### src/hw/rtl/pnm_pkg.sv
`default_nettype none
package pnm_pkg;

  typedef struct packed {
    logic [7:0] in_byte;
    logic       end_of_file;
  } pnm_in_t;

  typedef struct packed {
    logic [1:0]  kind;
    logic [7:0]  red;
    logic [7:0]  green;
    logic [7:0]  blue;
    logic [15:0] image_width;
    logic [15:0] image_height;
    logic [1:0]  error_code;
    logic        last_pixel;
    logic        last_in_run;
  } pnm_out_t;

  // Result kinds
  localparam logic [1:0] KIND_PIXEL  = 2'd0;
  localparam logic [1:0] KIND_HEADER = 2'd1;
  localparam logic [1:0] KIND_ERROR  = 2'd2;

  // Error codes
  localparam logic [1:0] ERR_MAGIC  = 2'd0;
  localparam logic [1:0] ERR_EOF    = 2'd1;
  localparam logic [1:0] ERR_MAXVAL = 2'd2;

  // Command codes from front to back
  typedef enum logic [1:0] {
    OP_EMIT   = 2'd0,  // emit res as is
    OP_SAMPLE = 2'd1,  // scale value, then gray or RGB
    OP_BITS   = 2'd2   // unpack binary PBM byte
  } pnm_op_e;

  typedef struct packed {
    pnm_op_e     op;
    logic [15:0] value;
    logic [3:0]  bit_cnt;   // pixels in a BITS op
    logic        done_run;  // image completes inside this op
    pnm_out_t    res;
  } pnm_cmd_t;

  typedef enum logic [2:0] {
    PH_MAGIC  = 3'd0,
    PH_FORMAT = 3'd1,
    PH_WIDTH  = 3'd2,
    PH_HEIGHT = 3'd3,
    PH_MAXVAL = 3'd4,
    PH_PIXELS = 3'd5,
    PH_DONE   = 3'd6
  } pnm_phase_e;

  typedef enum logic [1:0] {
    BK_IDLE = 2'd0,
    BK_DIV  = 2'd1,
    BK_OUT  = 2'd2,
    BK_BITS = 2'd3
  } pnm_back_e;

endpackage
`default_nettype wire

### src/hw/rtl/pnm_front.sv
`default_nettype none
module pnm_front #(
  parameter int DimBits = 16
) (
  input  wire             clk_i,
  input  wire             rst_ni,
  input  wire             in_valid_i,
  output logic            in_stall_o,
  input  pnm_pkg::pnm_in_t in_data_i,
  output logic            cmd_valid_o,
  input  wire             cmd_full_i,
  output pnm_pkg::pnm_cmd_t cmd_o,
  output logic [15:0]     maxval_o,
  output logic [2:0]      format_o
);
  import pnm_pkg::*;

  localparam logic [16:0] DimMax = 17'((1 << DimBits) - 1);

  pnm_phase_e  phase_q, phase_d;
  logic [2:0]  fmt_q, fmt_d;
  logic [15:0] wid_q, wid_d, hgt_q, hgt_d, max_q, max_d, acc_q, acc_d;
  logic        cmt_q, cmt_d, dig_q, dig_d;
  logic [31:0] left_q, left_d;
  logic [15:0] col_q, col_d;
  logic [1:0]  comp_q, comp_d;
  // pixel product is computed in the cycle after the height token ends
  logic        mul_q, mul_d;

  logic        take;
  logic [7:0]  c;
  logic        is_dig, is_sp, tok;
  logic [15:0] tokv;
  logic [19:0] acc10;
  logic [15:0] cnt;
  logic [3:0]  nbits;

  assign in_stall_o = cmd_full_i || mul_q;
  assign take = in_valid_i && !in_stall_o;
  assign c = in_data_i.in_byte;
  assign maxval_o = max_q;
  assign format_o = fmt_q;

  // token parser
  always_comb begin
    is_dig = (c >= 8'h30) && (c <= 8'h39);
    is_sp = (c == 8'h20) || (c >= 8'h09 && c <= 8'h0d);
    acc10 = {4'd0, acc_q} * 20'd10 + {16'd0, c[3:0]};
    tok = 1'b0;
    tokv = acc_q;
    cmt_d = cmt_q;
    dig_d = dig_q;
    acc_d = acc_q;
    if (cmt_q) begin
      if (c == 8'h0a) cmt_d = 1'b0;
    end else if (dig_q) begin
      if (is_dig) begin
        acc_d = (acc10 > 20'd65535) ? 16'hffff : acc10[15:0];
      end else begin
        dig_d = 1'b0;
        tok = 1'b1;
      end
    end else if (c == 8'h23) begin
      cmt_d = 1'b1;
    end else if (is_sp) begin
      tok = 1'b0;
    end else if (is_dig) begin
      dig_d = 1'b1;
      acc_d = {12'd0, c[3:0]};
    end else begin
      acc_d = 16'd0;
      tokv = 16'd0;
      tok = 1'b1;
    end
  end

  always_comb begin
    cnt = wid_q - col_q;
    nbits = (cnt > 16'd8) ? 4'd8 : cnt[3:0];
  end

  // phase control and command issue
  always_comb begin
    phase_d = phase_q;
    fmt_d = fmt_q;
    wid_d = wid_q;
    hgt_d = hgt_q;
    max_d = max_q;
    left_d = left_q;
    col_d = col_q;
    comp_d = comp_q;
    mul_d = 1'b0;
    cmd_valid_o = 1'b0;
    cmd_o = '0;
    cmd_o.op = OP_EMIT;
    cmd_o.res.last_in_run = 1'b1;
    if (mul_q) begin
      left_d = {16'd0, wid_q} * {16'd0, hgt_q};
      if (fmt_q == 3'd1 || fmt_q == 3'd4) begin
        cmd_valid_o = 1'b1;
        cmd_o.res.kind = KIND_HEADER;
        cmd_o.res.image_width = wid_q;
        cmd_o.res.image_height = hgt_q;
        col_d = '0;
        comp_d = '0;
        phase_d = (left_d != 0) ? PH_PIXELS : PH_DONE;
      end else begin
        phase_d = PH_MAXVAL;
      end
    end else if (take && phase_q != PH_DONE) begin
      if (in_data_i.end_of_file) begin
        cmd_valid_o = 1'b1;
        cmd_o.res.kind = KIND_ERROR;
        cmd_o.res.error_code = (phase_q <= PH_FORMAT) ? ERR_MAGIC : ERR_EOF;
        phase_d = PH_DONE;
      end else begin
        unique case (phase_q)
          PH_MAGIC: begin
            if (c == 8'h50) phase_d = PH_FORMAT;
            else begin
              cmd_valid_o = 1'b1;
              cmd_o.res.kind = KIND_ERROR;
              phase_d = PH_DONE;
            end
          end
          PH_FORMAT: begin
            if (c >= 8'h31 && c <= 8'h36) begin
              fmt_d = c[2:0];
              phase_d = PH_WIDTH;
            end else begin
              cmd_valid_o = 1'b1;
              cmd_o.res.kind = KIND_ERROR;
              phase_d = PH_DONE;
            end
          end
          PH_WIDTH: begin
            if (tok) begin
              wid_d = ({1'b0, tokv} > DimMax) ? DimMax[15:0] : tokv;
              phase_d = PH_HEIGHT;
            end
          end
          PH_HEIGHT: begin
            if (tok) begin
              hgt_d = ({1'b0, tokv} > DimMax) ? DimMax[15:0] : tokv;
              mul_d = 1'b1;
            end
          end
          PH_MAXVAL: begin
            if (tok) begin
              max_d = tokv;
              cmd_valid_o = 1'b1;
              if (tokv == 16'd0) begin
                cmd_o.res.kind = KIND_ERROR;
                cmd_o.res.error_code = ERR_MAXVAL;
                phase_d = PH_DONE;
              end else begin
                cmd_o.res.kind = KIND_HEADER;
                cmd_o.res.image_width = wid_q;
                cmd_o.res.image_height = hgt_q;
                col_d = '0;
                comp_d = '0;
                phase_d = (left_q != 0) ? PH_PIXELS : PH_DONE;
              end
            end
          end
          PH_PIXELS: begin
            if (fmt_q == 3'd4) begin
              cmd_valid_o = 1'b1;
              cmd_o.op = OP_BITS;
              cmd_o.value = {8'd0, c};
              if (left_q <= {28'd0, nbits}) begin
                cmd_o.bit_cnt = left_q[3:0];
                cmd_o.done_run = 1'b1;
                left_d = '0;
                phase_d = PH_DONE;
              end else begin
                cmd_o.bit_cnt = nbits;
                left_d = left_q - {28'd0, nbits};
              end
              col_d = ((col_q + {12'd0, nbits}) >= wid_q) ? 16'd0
                                                          : col_q + {12'd0, nbits};
            end else if (fmt_q >= 3'd5 || tok) begin
              cmd_o.op = OP_SAMPLE;
              cmd_o.value = (fmt_q >= 3'd5) ? {8'd0, c} : tokv;
              cmd_o.res.kind = KIND_PIXEL;
              cmd_valid_o = 1'b1;
              if (fmt_q == 3'd3 || fmt_q == 3'd6) begin
                cmd_o.res.last_in_run = (comp_q == 2'd2);
                comp_d = (comp_q == 2'd2) ? 2'd0 : comp_q + 2'd1;
              end
              if (fmt_q == 3'd1 || fmt_q == 3'd2 || fmt_q == 3'd5 || comp_q == 2'd2) begin
                left_d = left_q - 32'd1;
                if (left_q == 32'd1) begin
                  cmd_o.res.last_pixel = 1'b1;
                  phase_d = PH_DONE;
                end
              end
            end
          end
          default: ;
        endcase
      end
    end
  end

  always_ff @(posedge clk_i or negedge rst_ni) begin
    if (!rst_ni) begin
      phase_q <= PH_MAGIC;
      fmt_q <= '0; wid_q <= '0; hgt_q <= '0; max_q <= '0; acc_q <= '0;
      cmt_q <= 1'b0; dig_q <= 1'b0; left_q <= '0; col_q <= '0; comp_q <= '0;
      mul_q <= 1'b0;
    end else begin
      phase_q <= phase_d;
      fmt_q <= fmt_d; wid_q <= wid_d; hgt_q <= hgt_d; max_q <= max_d;
      left_q <= left_d; col_q <= col_d; comp_q <= comp_d;
      mul_q <= mul_d;
      if (take && !in_data_i.end_of_file &&
          (phase_q == PH_WIDTH || phase_q == PH_HEIGHT || phase_q == PH_MAXVAL ||
           (phase_q == PH_PIXELS && fmt_q <= 3'd3))) begin
        acc_q <= acc_d; cmt_q <= cmt_d; dig_q <= dig_d;
      end
    end
  end
endmodule
`default_nettype wire

### src/hw/rtl/pnm_queue.sv
`default_nettype none
module pnm_queue #(
  parameter int Depth = 2
) (
  input  wire               clk_i,
  input  wire               rst_ni,
  input  wire               push_i,
  input  pnm_pkg::pnm_cmd_t push_data_i,
  output logic              full_o,
  output logic              valid_o,
  input  wire               pop_i,
  output pnm_pkg::pnm_cmd_t data_o
);
  import pnm_pkg::*;

  localparam int AW = (Depth > 1) ? $clog2(Depth) : 1;

  pnm_cmd_t          mem_q [Depth];
  logic [AW-1:0]     wr_q, rd_q;
  logic [AW:0]       cnt_q;

  assign full_o = (cnt_q == (AW+1)'(Depth));
  assign valid_o = (cnt_q != '0);
  assign data_o = mem_q[rd_q];

  always_ff @(posedge clk_i) begin
    if (push_i) mem_q[wr_q] <= push_data_i;
  end

  always_ff @(posedge clk_i or negedge rst_ni) begin
    if (!rst_ni) begin
      wr_q <= '0; rd_q <= '0; cnt_q <= '0;
    end else begin
      if (push_i) wr_q <= (wr_q == AW'(Depth - 1)) ? '0 : wr_q + 1'b1;
      if (pop_i) rd_q <= (rd_q == AW'(Depth - 1)) ? '0 : rd_q + 1'b1;
      cnt_q <= cnt_q + (AW+1)'(push_i) - (AW+1)'(pop_i);
    end
  end
endmodule
`default_nettype wire

### src/hw/rtl/pnm_back.sv
`default_nettype none
module pnm_back (
  input  wire               clk_i,
  input  wire               rst_ni,
  input  wire               cmd_valid_i,
  input  pnm_pkg::pnm_cmd_t cmd_i,
  output logic              cmd_pop_o,
  input  wire [15:0]        maxval_i,
  input  wire [2:0]         format_i,
  output logic              out_valid_o,
  input  wire               out_stall_i,
  output pnm_pkg::pnm_out_t out_data_o
);
  import pnm_pkg::*;

  pnm_back_e   st_q, st_d;
  pnm_cmd_t    cmd_q, cmd_d;
  // restoring divider
  logic [24:0] rem_q, rem_d;
  logic [24:0] quo_q, quo_d;
  logic [4:0]  it_q, it_d;
  logic [7:0]  red_q, red_d, grn_q, grn_d;
  logic [1:0]  comp_q, comp_d;
  logic [3:0]  bit_q, bit_d;
  logic        ov_q, ov_d;
  pnm_out_t    out_q, out_d;

  logic [24:0] num, trial;
  logic [7:0]  s, g;
  logic        emit;
  pnm_out_t    res;

  assign out_valid_o = ov_q;
  assign out_data_o = out_q;
  assign emit = !ov_q || !out_stall_i;

  always_comb begin
    num = {1'b0, cmd_i.value, 8'd0} - {9'd0, cmd_i.value} + {10'd0, maxval_i[15:1]};
    trial = {rem_q[23:0], quo_q[24]};
    s = (quo_q > 25'd255) ? 8'hff : quo_q[7:0];
  end

  always_comb begin
    st_d = st_q; cmd_d = cmd_q; rem_d = rem_q; quo_d = quo_q; it_d = it_q;
    red_d = red_q; grn_d = grn_q; comp_d = comp_q; bit_d = bit_q;
    ov_d = ov_q && out_stall_i;
    out_d = out_q;
    cmd_pop_o = 1'b0;
    res = cmd_q.res;
    g = 8'd0;
    unique case (st_q)
      BK_IDLE: begin
        if (cmd_valid_i) begin
          cmd_pop_o = 1'b1;
          cmd_d = cmd_i;
          unique case (cmd_i.op)
            OP_SAMPLE: begin
              if (format_i == 3'd1) begin
                rem_d = '0;
                quo_d = (cmd_i.value == 16'd0) ? 25'd255 : 25'd0;
                st_d = BK_OUT;
              end else begin
                rem_d = '0; quo_d = num; it_d = 5'd0; st_d = BK_DIV;
              end
            end
            OP_BITS: begin
              bit_d = '0;
              st_d = (cmd_i.bit_cnt == 4'd0) ? BK_IDLE : BK_BITS;
            end
            default: st_d = BK_OUT;
          endcase
        end
      end
      BK_DIV: begin
        if (trial >= {9'd0, maxval_i}) begin
          rem_d = trial - {9'd0, maxval_i};
          quo_d = {quo_q[23:0], 1'b1};
        end else begin
          rem_d = trial;
          quo_d = {quo_q[23:0], 1'b0};
        end
        it_d = it_q + 5'd1;
        if (it_q == 5'd24) st_d = BK_OUT;
      end
      BK_OUT: begin
        if (emit) begin
          st_d = BK_IDLE;
          if (cmd_q.op == OP_SAMPLE) begin
            if (format_i == 3'd3 || format_i == 3'd6) begin
              comp_d = (comp_q == 2'd2) ? 2'd0 : comp_q + 2'd1;
              if (comp_q == 2'd0) red_d = s;
              if (comp_q == 2'd1) grn_d = s;
              res.red = red_q; res.green = grn_q; res.blue = s;
              if (comp_q == 2'd2) begin
                ov_d = 1'b1; out_d = res;
              end
            end else begin
              res.red = s; res.green = s; res.blue = s;
              ov_d = 1'b1; out_d = res;
            end
          end else begin
            ov_d = 1'b1; out_d = res;
          end
        end
      end
      BK_BITS: begin
        if (emit) begin
          g = cmd_q.value[3'd7 - bit_q[2:0]] ? 8'd0 : 8'hff;
          res = '0;
          res.kind = KIND_PIXEL;
          res.red = g; res.green = g; res.blue = g;
          res.last_in_run = (bit_q + 4'd1 == cmd_q.bit_cnt);
          res.last_pixel = res.last_in_run && cmd_q.done_run;
          ov_d = 1'b1; out_d = res;
          bit_d = bit_q + 4'd1;
          if (res.last_in_run) st_d = BK_IDLE;
        end
      end
      default: st_d = BK_IDLE;
    endcase
  end

  always_ff @(posedge clk_i) begin
    cmd_q <= cmd_d; rem_q <= rem_d; quo_q <= quo_d; out_q <= out_d;
  end

  always_ff @(posedge clk_i or negedge rst_ni) begin
    if (!rst_ni) begin
      st_q <= BK_IDLE; it_q <= '0; red_q <= '0; grn_q <= '0;
      comp_q <= '0; bit_q <= '0; ov_q <= 1'b0;
    end else begin
      st_q <= st_d; it_q <= it_d; red_q <= red_d; grn_q <= grn_d;
      comp_q <= comp_d; bit_q <= bit_d; ov_q <= ov_d;
    end
  end
endmodule
`default_nettype wire

### src/hw/rtl/pnm_stream_to_rgb_decoder.sv
`default_nettype none
// Channel  Dir  Payload     Handshake
// in       in   pnm_in_t    in_valid_i / in_stall_o
// out      out  pnm_out_t   out_valid_o / out_stall_i
//
// The input stalls while the two-entry queue is full and in the product
// cycle, in which the front end forms width*height after the height token.
// Each PGM/PPM sample is scaled in the back end's restoring divider (25
// quotient bits, one per cycle). Binary PBM bytes give one pixel per cycle
// while the output is not stalled. Reset clears all control state.
module pnm_stream_to_rgb_decoder #(
  parameter int DIM_BITS = 16
) (
  input  wire               clk_i,
  input  wire               rst_ni,
  input  wire               in_valid_i,
  output logic              in_stall_o,
  input  pnm_pkg::pnm_in_t  in_data_i,
  output logic              out_valid_o,
  input  wire               out_stall_i,
  output pnm_pkg::pnm_out_t out_data_o
);
  import pnm_pkg::*;

  logic        f_valid, q_full, q_valid, q_pop;
  pnm_cmd_t    f_cmd, q_cmd;
  logic [15:0] maxval;
  logic [2:0]  fmt;

  pnm_front #(.DimBits(DIM_BITS)) u_front (
    .clk_i, .rst_ni, .in_valid_i, .in_stall_o, .in_data_i,
    .cmd_valid_o(f_valid), .cmd_full_i(q_full), .cmd_o(f_cmd),
    .maxval_o(maxval), .format_o(fmt)
  );

  pnm_queue #(.Depth(2)) u_queue (
    .clk_i, .rst_ni, .push_i(f_valid), .push_data_i(f_cmd), .full_o(q_full),
    .valid_o(q_valid), .pop_i(q_pop), .data_o(q_cmd)
  );

  pnm_back u_back (
    .clk_i, .rst_ni, .cmd_valid_i(q_valid), .cmd_i(q_cmd), .cmd_pop_o(q_pop),
    .maxval_i(maxval), .format_i(fmt),
    .out_valid_o, .out_stall_i, .out_data_o
  );
endmodule
`default_nettype wire
### config.mk
export PLATFORM = sky130hd
export DESIGN_NAME = pnm_stream_to_rgb_decoder
export DESIGN_NICKNAME = d
export VERILOG_FILES = /design/src/hw/rtl/pnm_pkg.sv /design/src/hw/rtl/pnm_front.sv /design/src/hw/rtl/pnm_queue.sv /design/src/hw/rtl/pnm_back.sv /design/src/hw/rtl/pnm_stream_to_rgb_decoder.sv
export SDC_FILE = /design/constraint.sdc
export NUM_CORES = 2
export LEC_CHECK = 0
export ABC_AREA = 1
export BUFFER_PORTS_ARGS = -buffer_cell sky130_fd_sc_hd__buf_2
export CAP_MARGIN = 30
export CORE_ASPECT_RATIO = 0.6
export CORE_UTILIZATION = 45
export CTS_CLUSTER_DIAMETER = 80
export CTS_CLUSTER_SIZE = 14
export DETAILED_ROUTE_END_ITERATION = 10
export GPL_TIMING_DRIVEN = 1
export PLACE_DENSITY = 0.62
export SETUP_SLACK_MARGIN = 0.05
export SYNTH_ARGS = -nofsm -noshare
export SYNTH_HDL_FRONTEND = slang
export SYNTH_HIERARCHICAL = 1
export SYNTH_SLANG_ARGS = --single-unit
export TNS_END_PERCENT = 1
### constraint.sdc
create_clock -name clk_i -period 15.8 [get_ports clk_i]
set_clock_uncertainty 0.05 [all_clocks]
set_input_delay 1.58 -clock clk_i [delete_from_list [all_inputs] [get_ports clk_i]]
set_output_delay 1.58 -clock clk_i [all_outputs]
set_load 0.005 [all_outputs]
# After elaboration in Yosys (flattened, before gate mapping)
# Memory sizes are Yosys's and may differ from the RTL's.
# Index checks and enable logic that the tools add are counted.
# Widths: inputs -> output; s select.
totals:
  memories: 1
  ff_bits: 345
  ram_bits: 122
  inputBits: 13
  mem_bits_ro: 0
  elab_cells: 373
  latch_bits: 0
mem_list:
  columns: ["memory", "depth", "width", "rd", "rd_clocked_by_memory_dff", "write_ports", "line_no", "source"]
  rows:
  - ["u_queue.mem_q", 2, 61, 1, 0, 1, "pnm_queue.sv:18", "pnm_cmd_t mem_q [Depth];"]
classes:
  n_bitwise: 3
  n_reduce_logical: 63
  n_lt_le_gt_ge: 16
  eq_ne: 55
  n_shift: 0
  div_mod_pow: 0
  multipliers: 2
  add_sub_neg: 17
  mux: 170
op_table:
  columns: ["cell", "n"]
  rows:
  - ["$mux 32", 12]
  - ["$mux 62", 5]
  - ["$mux 16", 19]
  - ["$pmux 62 s2", 1]
  - ["$mux 25", 4]
  - ["$mux 24", 3]
  - ["$mux 23", 3]
  - ["$mux 34", 2]
  - ["$mux 2", 32]
  - ["$reduce_bool 32->1", 2]
  - ["$pmux 25 s2", 1]
  - ["$pmux 24 s2", 1]
  - ["$mux 1", 45]
  - ["$reduce_and 5->1", 9]
  - ["$mux 3", 14]
  - ["$mux 36", 1]
  - ["$eq 32x1->1 const B", 1]
  - ["$le 32x4->1", 1]
  - ["$logic_not 16->1", 2]
  - ["$mul 16x16->32", 1]
  - ["$pmux 16 s2", 1]
  - ["$sub 32x1->32 const B", 1]
  - ["$sub 32x4->32", 1]
  - ["$mux 4", 7]
  - ["75 further kinds", 157]

# Longest topological paths before layout
logic_depth:
  depth_word: 16
  ltp_mapped: 37
  ltp_nobuf: 36

# By module
# The synthesis kept the hierarchy.
by_module_without_submodules:
  columns: ["mod", "cells_each", "area_each_um2", "n_inst"]
  rows:
  - ["pnm_front", 3193, 20995.1, 1]
  - ["pnm_back", 1505, 12492.0, 1]
  - ["pnm_queue", 469, 6588.8, 1]

# Least setup slack after synthesis
# No wires, ideal clock.
synth_timing:
  kind: "register -> register"
  startpoint: "register u_back.st_q[0]"
  endpoint: "register u_queue.cnt_q[1]"
  setup_slack_ns: 8.545
  required_ns: 15.634
  n_path_buf: 1
  t_arrival_ns: 7.088
  setup_ns: 0.116
  stages_incl_launch_ff: 9
  synth_period_minus_slack_ns: 7.255
  cell_sequence: "dfrtp_1 clkbuf_2 nor3_1 ha_1 inv_1 ha_1 inv_1 nand2_1 nand2_1"
synth_via:
  elab_chain_cells: 3
synth_lines:
  columns: ["element", "line_no", "source"]
  rows:
  - ["from (decl)", "pnm_back.sv:16", "pnm_back_e st_q, st_d;"]
  - ["from (signal assigned)", "pnm_back.sv:132", "st_q <= st_d; it_q <= it_d; red_q <= red_d; grn_q <= grn_d;"]
  - ["$logic_not 2->1", "pnm_back.sv:51", "unique case (st_q)"]
  - ["$mux 1", "pnm_back.sv:51", null]
  - ["net q_pop", "pnm_stream_to_rgb_decoder.sv:25", "logic f_valid, q_full, q_valid, q_pop;"]
  - ["$sub 2x1->2", "pnm_queue.sv:36", "cnt_q <= cnt_q + (AW+1)'(push_i) - (AW+1)'(pop_i);"]
  - ["to (signal assigned)", "pnm_queue.sv:36", null]
  - ["to (decl)", "pnm_queue.sv:20", "logic [AW:0] cnt_q;"]
# The timed path passes the listed nets, and every way through them passes these cells.
# A chain may end at the register's enable or synchronous reset.

# Worst setup path after layout
layout_timing:
  startpoint: "register u_front.wid_q[0]"
  endpoint: "register u_front.col_q[13]"
layout_via:
  elab_chain_cells: 11
layout_lines:
  columns: ["element", "line_no", "source"]
  rows:
  - ["from (decl)", "pnm_front.sv:22", "logic [15:0] wid_q, wid_d, hgt_q, hgt_d, max_q, max_d, acc_q, acc_d;"]
  - ["from (signal assigned)", "pnm_front.sv:214", "fmt_q <= fmt_d; wid_q <= wid_d; hgt_q <= hgt_d; max_q <= max_d;"]
  - ["$sub 16x16->16", "pnm_front.sv:78", "cnt = wid_q - col_q;"]
  - ["$gt 16x4->1", "pnm_front.sv:79", "nbits = (cnt > 16'd8) ? 4'd8 : cnt[3:0];"]
  - ["$mux 4", "pnm_front.sv:79", null]
  - ["$add 16x4->16", "pnm_front.sv:180, pnm_front.sv:181", null]
  - ["$ge 16x16->1", "pnm_front.sv:180", "col_d = ((col_q + {12'd0, nbits}) >= wid_q) ? 16'd0"]
  - ["$mux 16 (*)", "pnm_front.sv:180", null]
  - ["$mux 16 (*)", "pnm_front.sv:167", "if (fmt_q == 3'd4) begin"]
  - ["$pmux 16 s2 (*)", "pnm_front.sv:117", "unique case (phase_q)"]
  - ["$mux 16 (*)", "pnm_front.sv:111", "if (in_data_i.end_of_file) begin"]
  - ["$mux 16 (*)", "pnm_front.sv:110", "end else if (take && phase_q != PH_DONE) begin"]
  - ["$mux 16 (*)", "pnm_front.sv:97", "if (mul_q) begin"]
  - ["to (signal assigned)", "pnm_front.sv:215", "left_q <= left_d; col_q <= col_d; comp_q <= comp_d;"]
  - ["to (decl)", "pnm_front.sv:25", "logic [15:0] col_q, col_d;"]
# Mark *: on every way between the ends. The rest lies on a longest branch, timed or not. The select of a mux whose other input is x is not followed.

==> impl_metrics.yaml <==
power_and_ir_drop:
  powerDensity_nw_per_um2: 111.4
  ir_drop_v: 0.0001231
  p_int_w: 0.002988
  p_clk_share_pct: 23.3
  p_leak_nw: 21.42
  p_switching_w: 0.001778
  p_sw_share_pct: 37.31
  seqPwrFrac_pct: 42.7
  combPwrFrac_pct: 33.9
sta:
  min_period_ns: 7.107
  tightest_slew_ns: 1.057
  finalMaxSlewViolations: 0
  finalCritPeriodShare_pct: 44.98
  rsz0062_at_grt: "false"
  fin_setup_tns_ns: 0
  slew-limit-headroom_pct: 29.52
  fmax_ghz: 0.1407
  setup_violations: 0
  hold_viol: 0
grt:
  antenna_found_initial: 3
  grt_pass1_wl_um: 176900
  grt_use_total_pct: 25.25
  overflow: 0
  grt_pass1_vias: 29816
  grt_max_degree: 74
drt:
  routedWlPerCell_um: 17.82
  wl_um: 113400
  drtPass1Iterations: 6
  viasPerCell: 5.102
  vias: 32468
  detail-route-antenna-nets: 0
  drc: 0
  drtIter0Drc: 3756
placement:
  place_hpwl_um: 87450
  globalplace.congestion: 1.017
  place_area_um2: 41310
  portBuffers: 76
min_path:
  min_path_type: "reg -> reg"
logic_synthesis:
  seq_area_frac_synth_pct: 36.63
  async_reset_ff_share_pct: 30.49
  ys_ff_latch: 515
  synth.avg_cell_area_um2: 7.756
  yosys_warnings: 6
  yosysUniqueCellTypes: 60
  synth_area_um2: 40080
  synth_top_flop_cell: "edfxtp_1"
  synth_cells: 5167
  synth_edf_count: 358
worst_setup_path:
  path_delay_family: "simple AND/OR/NAND/NOR gates"
  path_buf_inv: 6
  cp_data_required_time_ns: 16.31
  start_kind: "flop"
  critPathKind: "reg -> reg"
  worstPathMaxFanout: 19
  arrival_ns: 7.61
  end_kind: "flop"
  crit_path_top_delay_cell: "dfrtp_1"
  cp_slowest_stage_delay_ns: 0.82
die:
  rows: 84
  fp.dieW_um: 387.3
  core-area_um2: 87860
  die_h_um: 233.2
  io_pins: 77
  start_util_pct: 45.61
  die-area_um2: 90290
cells_and_area:
  fin_area_um2: 42770
  nets: 5621
  nFillCells: 8602
  syn2layout_area_growth_pct: 6.719
  drive_gt1_share_pct: 5.037
clocking:
  cts_setup_buffers: 0
  clock_latency_ns: 0.63
  hold_buffers: 0
  cts.sinks: 515
  clockRootBuffer: "clkbuf_16"
  cts_buffers: 45
  htreeDepth: 2
  cts.reportedPaths.clkPinSlew_ns: 0.07
  ctsResizeCount: 0
  cts_buffer_depth: 3
  cts_tree: "yes"
run:
  cap_violations: 0
outcome:
  status: "complete, no violations"
cells by family after synthesis:
group	share of synthesized area, %
and+or+nand+nor	24.04
buffers and inverters	12.40
adders and majority gates	17.73
other	0.009357
DFF	36.63
xor gates and xnor gates	2.051
AOI/OAI and AO/OA	7.143
path summary, 6_finish.rpt:
check                                           to  slack (ns)              from  cells past startpoint
worst max-delay path             u_front/col_q[13]        8.69  u_front/wid_q[0]                     32
worst min-delay path               u_back/grn_q[2]        0.44   u_back/grn_q[2]                      2
worst min register to register     u_back/grn_q[2]        0.44   u_back/grn_q[2]                      2
max in group asynchronous             u_queue/rd_q       12.79            rst_ni                      3
min in group asynchronous       u_front/left_q[10]        0.86            rst_ni                      1
worst max register to register   u_front/col_q[13]        8.69  u_front/wid_q[0]                     32
cells in the mapped netlist, types with 16 or more instances:
cell / number / area share (%)
a21oi_1: 131 / 1.6
buf_1: 19 / 0.18
buf_2: 23 / 0.29
buf_4: 30 / 0.56
buf_6: 16 / 0.45
clkbuf_1: 82 / 0.77
dfrtp_1: 157 / 9.8
edfxtp_1: 358 / 27
fa_1: 208 / 10
ha_1: 235 / 7.3
inv_1: 1053 / 9.9
nand2_1: 1517 / 14
nand2_2: 29 / 0.45
nand3_1: 198 / 2.5
nand4_1: 54 / 0.84
nor2_1: 447 / 4.2
nor3_1: 57 / 0.71
o211ai_1: 20 / 0.37
o21ai_0: 203 / 2.5
o21ai_1: 72 / 0.90
xnor2_1: 27 / 0.59
xor2_1: 65 / 1.4
worst register-to-register path, delay by kind of cell, from the launching register on:
family	cells	cell delay [ns]
fa+ha+maj	4	1.25
buf+inv	6	0.71
compound gates	4	0.61
simple gates	17	3.41
xor+xnor	1	0.18
flops	1	0.82
power by group through the flow:
stage / Clock, W / Combinational (W) / Sequential [W]
after floorplan: 0 / 0.00115 / 0.00205
after detailed placement: 0 / 0.00160 / 0.00207
after global routing: 0.00119 / 0.00183 / 0.00207
after global placement: 0 / 0.00159 / 0.00206
after CTS: 0.00114 / 0.00161 / 0.00204
final: 0.00111 / 0.00162 / 0.00204
registers in the layout, indices dropped and copies added, names as in the netlist, 2 cells and up:
name and cells:
u_front/maxval_o 16, u_back/cmd_q 77, u_front/comp_q 2, u_front/col_q 16, u_front/acc_q 16, u_back/rem_q 24
u_back/it_q 5, u_front/wid_q 16, u_back/quo_q 25, u_queue/cnt_q 2, u_back/comp_q 2, u_back/out_data_o 62
u_front/hgt_q 16, u_front/format_o 3, u_queue/mem_q 170, u_front/left_q 32, u_back/st_q 2, u_front/phase_q 3
u_back/red_q 8, u_back/grn_q 8, u_back/bit_q 4
layout by cell type, fill, tap and decap left out, types with 7 or more instances in the layout:
master / synthesis / layout
inv_1: 1053 / 1052
fa_1: 208 / 208
xnor2_1: 27 / 27
xor2_1: 65 / 65
o21ai_1: 72 / 72
nor2_1: 447 / 443
o211ai_1: 20 / 20
buf_2: 23 / 75
dfrtp_1: 157 / 156
edfxtp_1: 358 / 358
clkbuf_1: 82 / 26
nor3_1: 57 / 56
o21ai_2: 10 / 10
nor2_2: 13 / 13
buf_4: 30 / 24
nand3_1: 198 / 198
o221ai_1: 8 / 8
a21oi_1: 131 / 131
nand3b_1: 13 / 13
ha_1: 235 / 235
conb_1: 1 / 24
nand2_1: 1517 / 1517
clkbuf_16: 0 / 47
a32oi_1: 7 / 7
nand2_2: 29 / 29
nor4_1: 8 / 8
o21bai_1: 8 / 8
nor2_4: 6 / 10
inv_2: 13 / 13
nand4_1: 54 / 54
a31oi_1: 10 / 10
o21ai_0: 203 / 203
layer usage:
metal	up-vias	global-route usage, %	share of wire (%)
met5	-	0	0.011
met4	2	3.187	1.0
met3	84	6.329	11
met2	1242	31.48	36
met1	15151	42.71	53
li1	15989	-	-
final cells by class:
type	count	area, µm²	area share (%)
inverter	1070	4018	9.394
tap	1161	1453	3.397
multi-input combinational	3430	20560	48.07
clock inverter	9	130.1	0.3043
clock buffer	75	1301	3.043
sequential	515	14680	34.33
timing repair buffer	103	624.3	1.460
antenna	1	2.502	0.005851
stage by stage:
stage,hold WS [ns],cells,util (%),power (W),setup WS (ns)
3_5_place_dp,0.4228,6278,47.01,0.003666,9.075
4_1_cts,0.4398,6362,48.64,0.004793,9.009
5_1_grt,0.4597,6364,48.68,0.005097,8.213
6_report,0.4397,6364,48.68,0.004766,8.693
3_3_place_gp,0.4161,6276,46.98,0.003648,9.136
2_1_floorplan,0.4030,5190,-,0.003205,8.545
(Power assumes the default switching activity.)
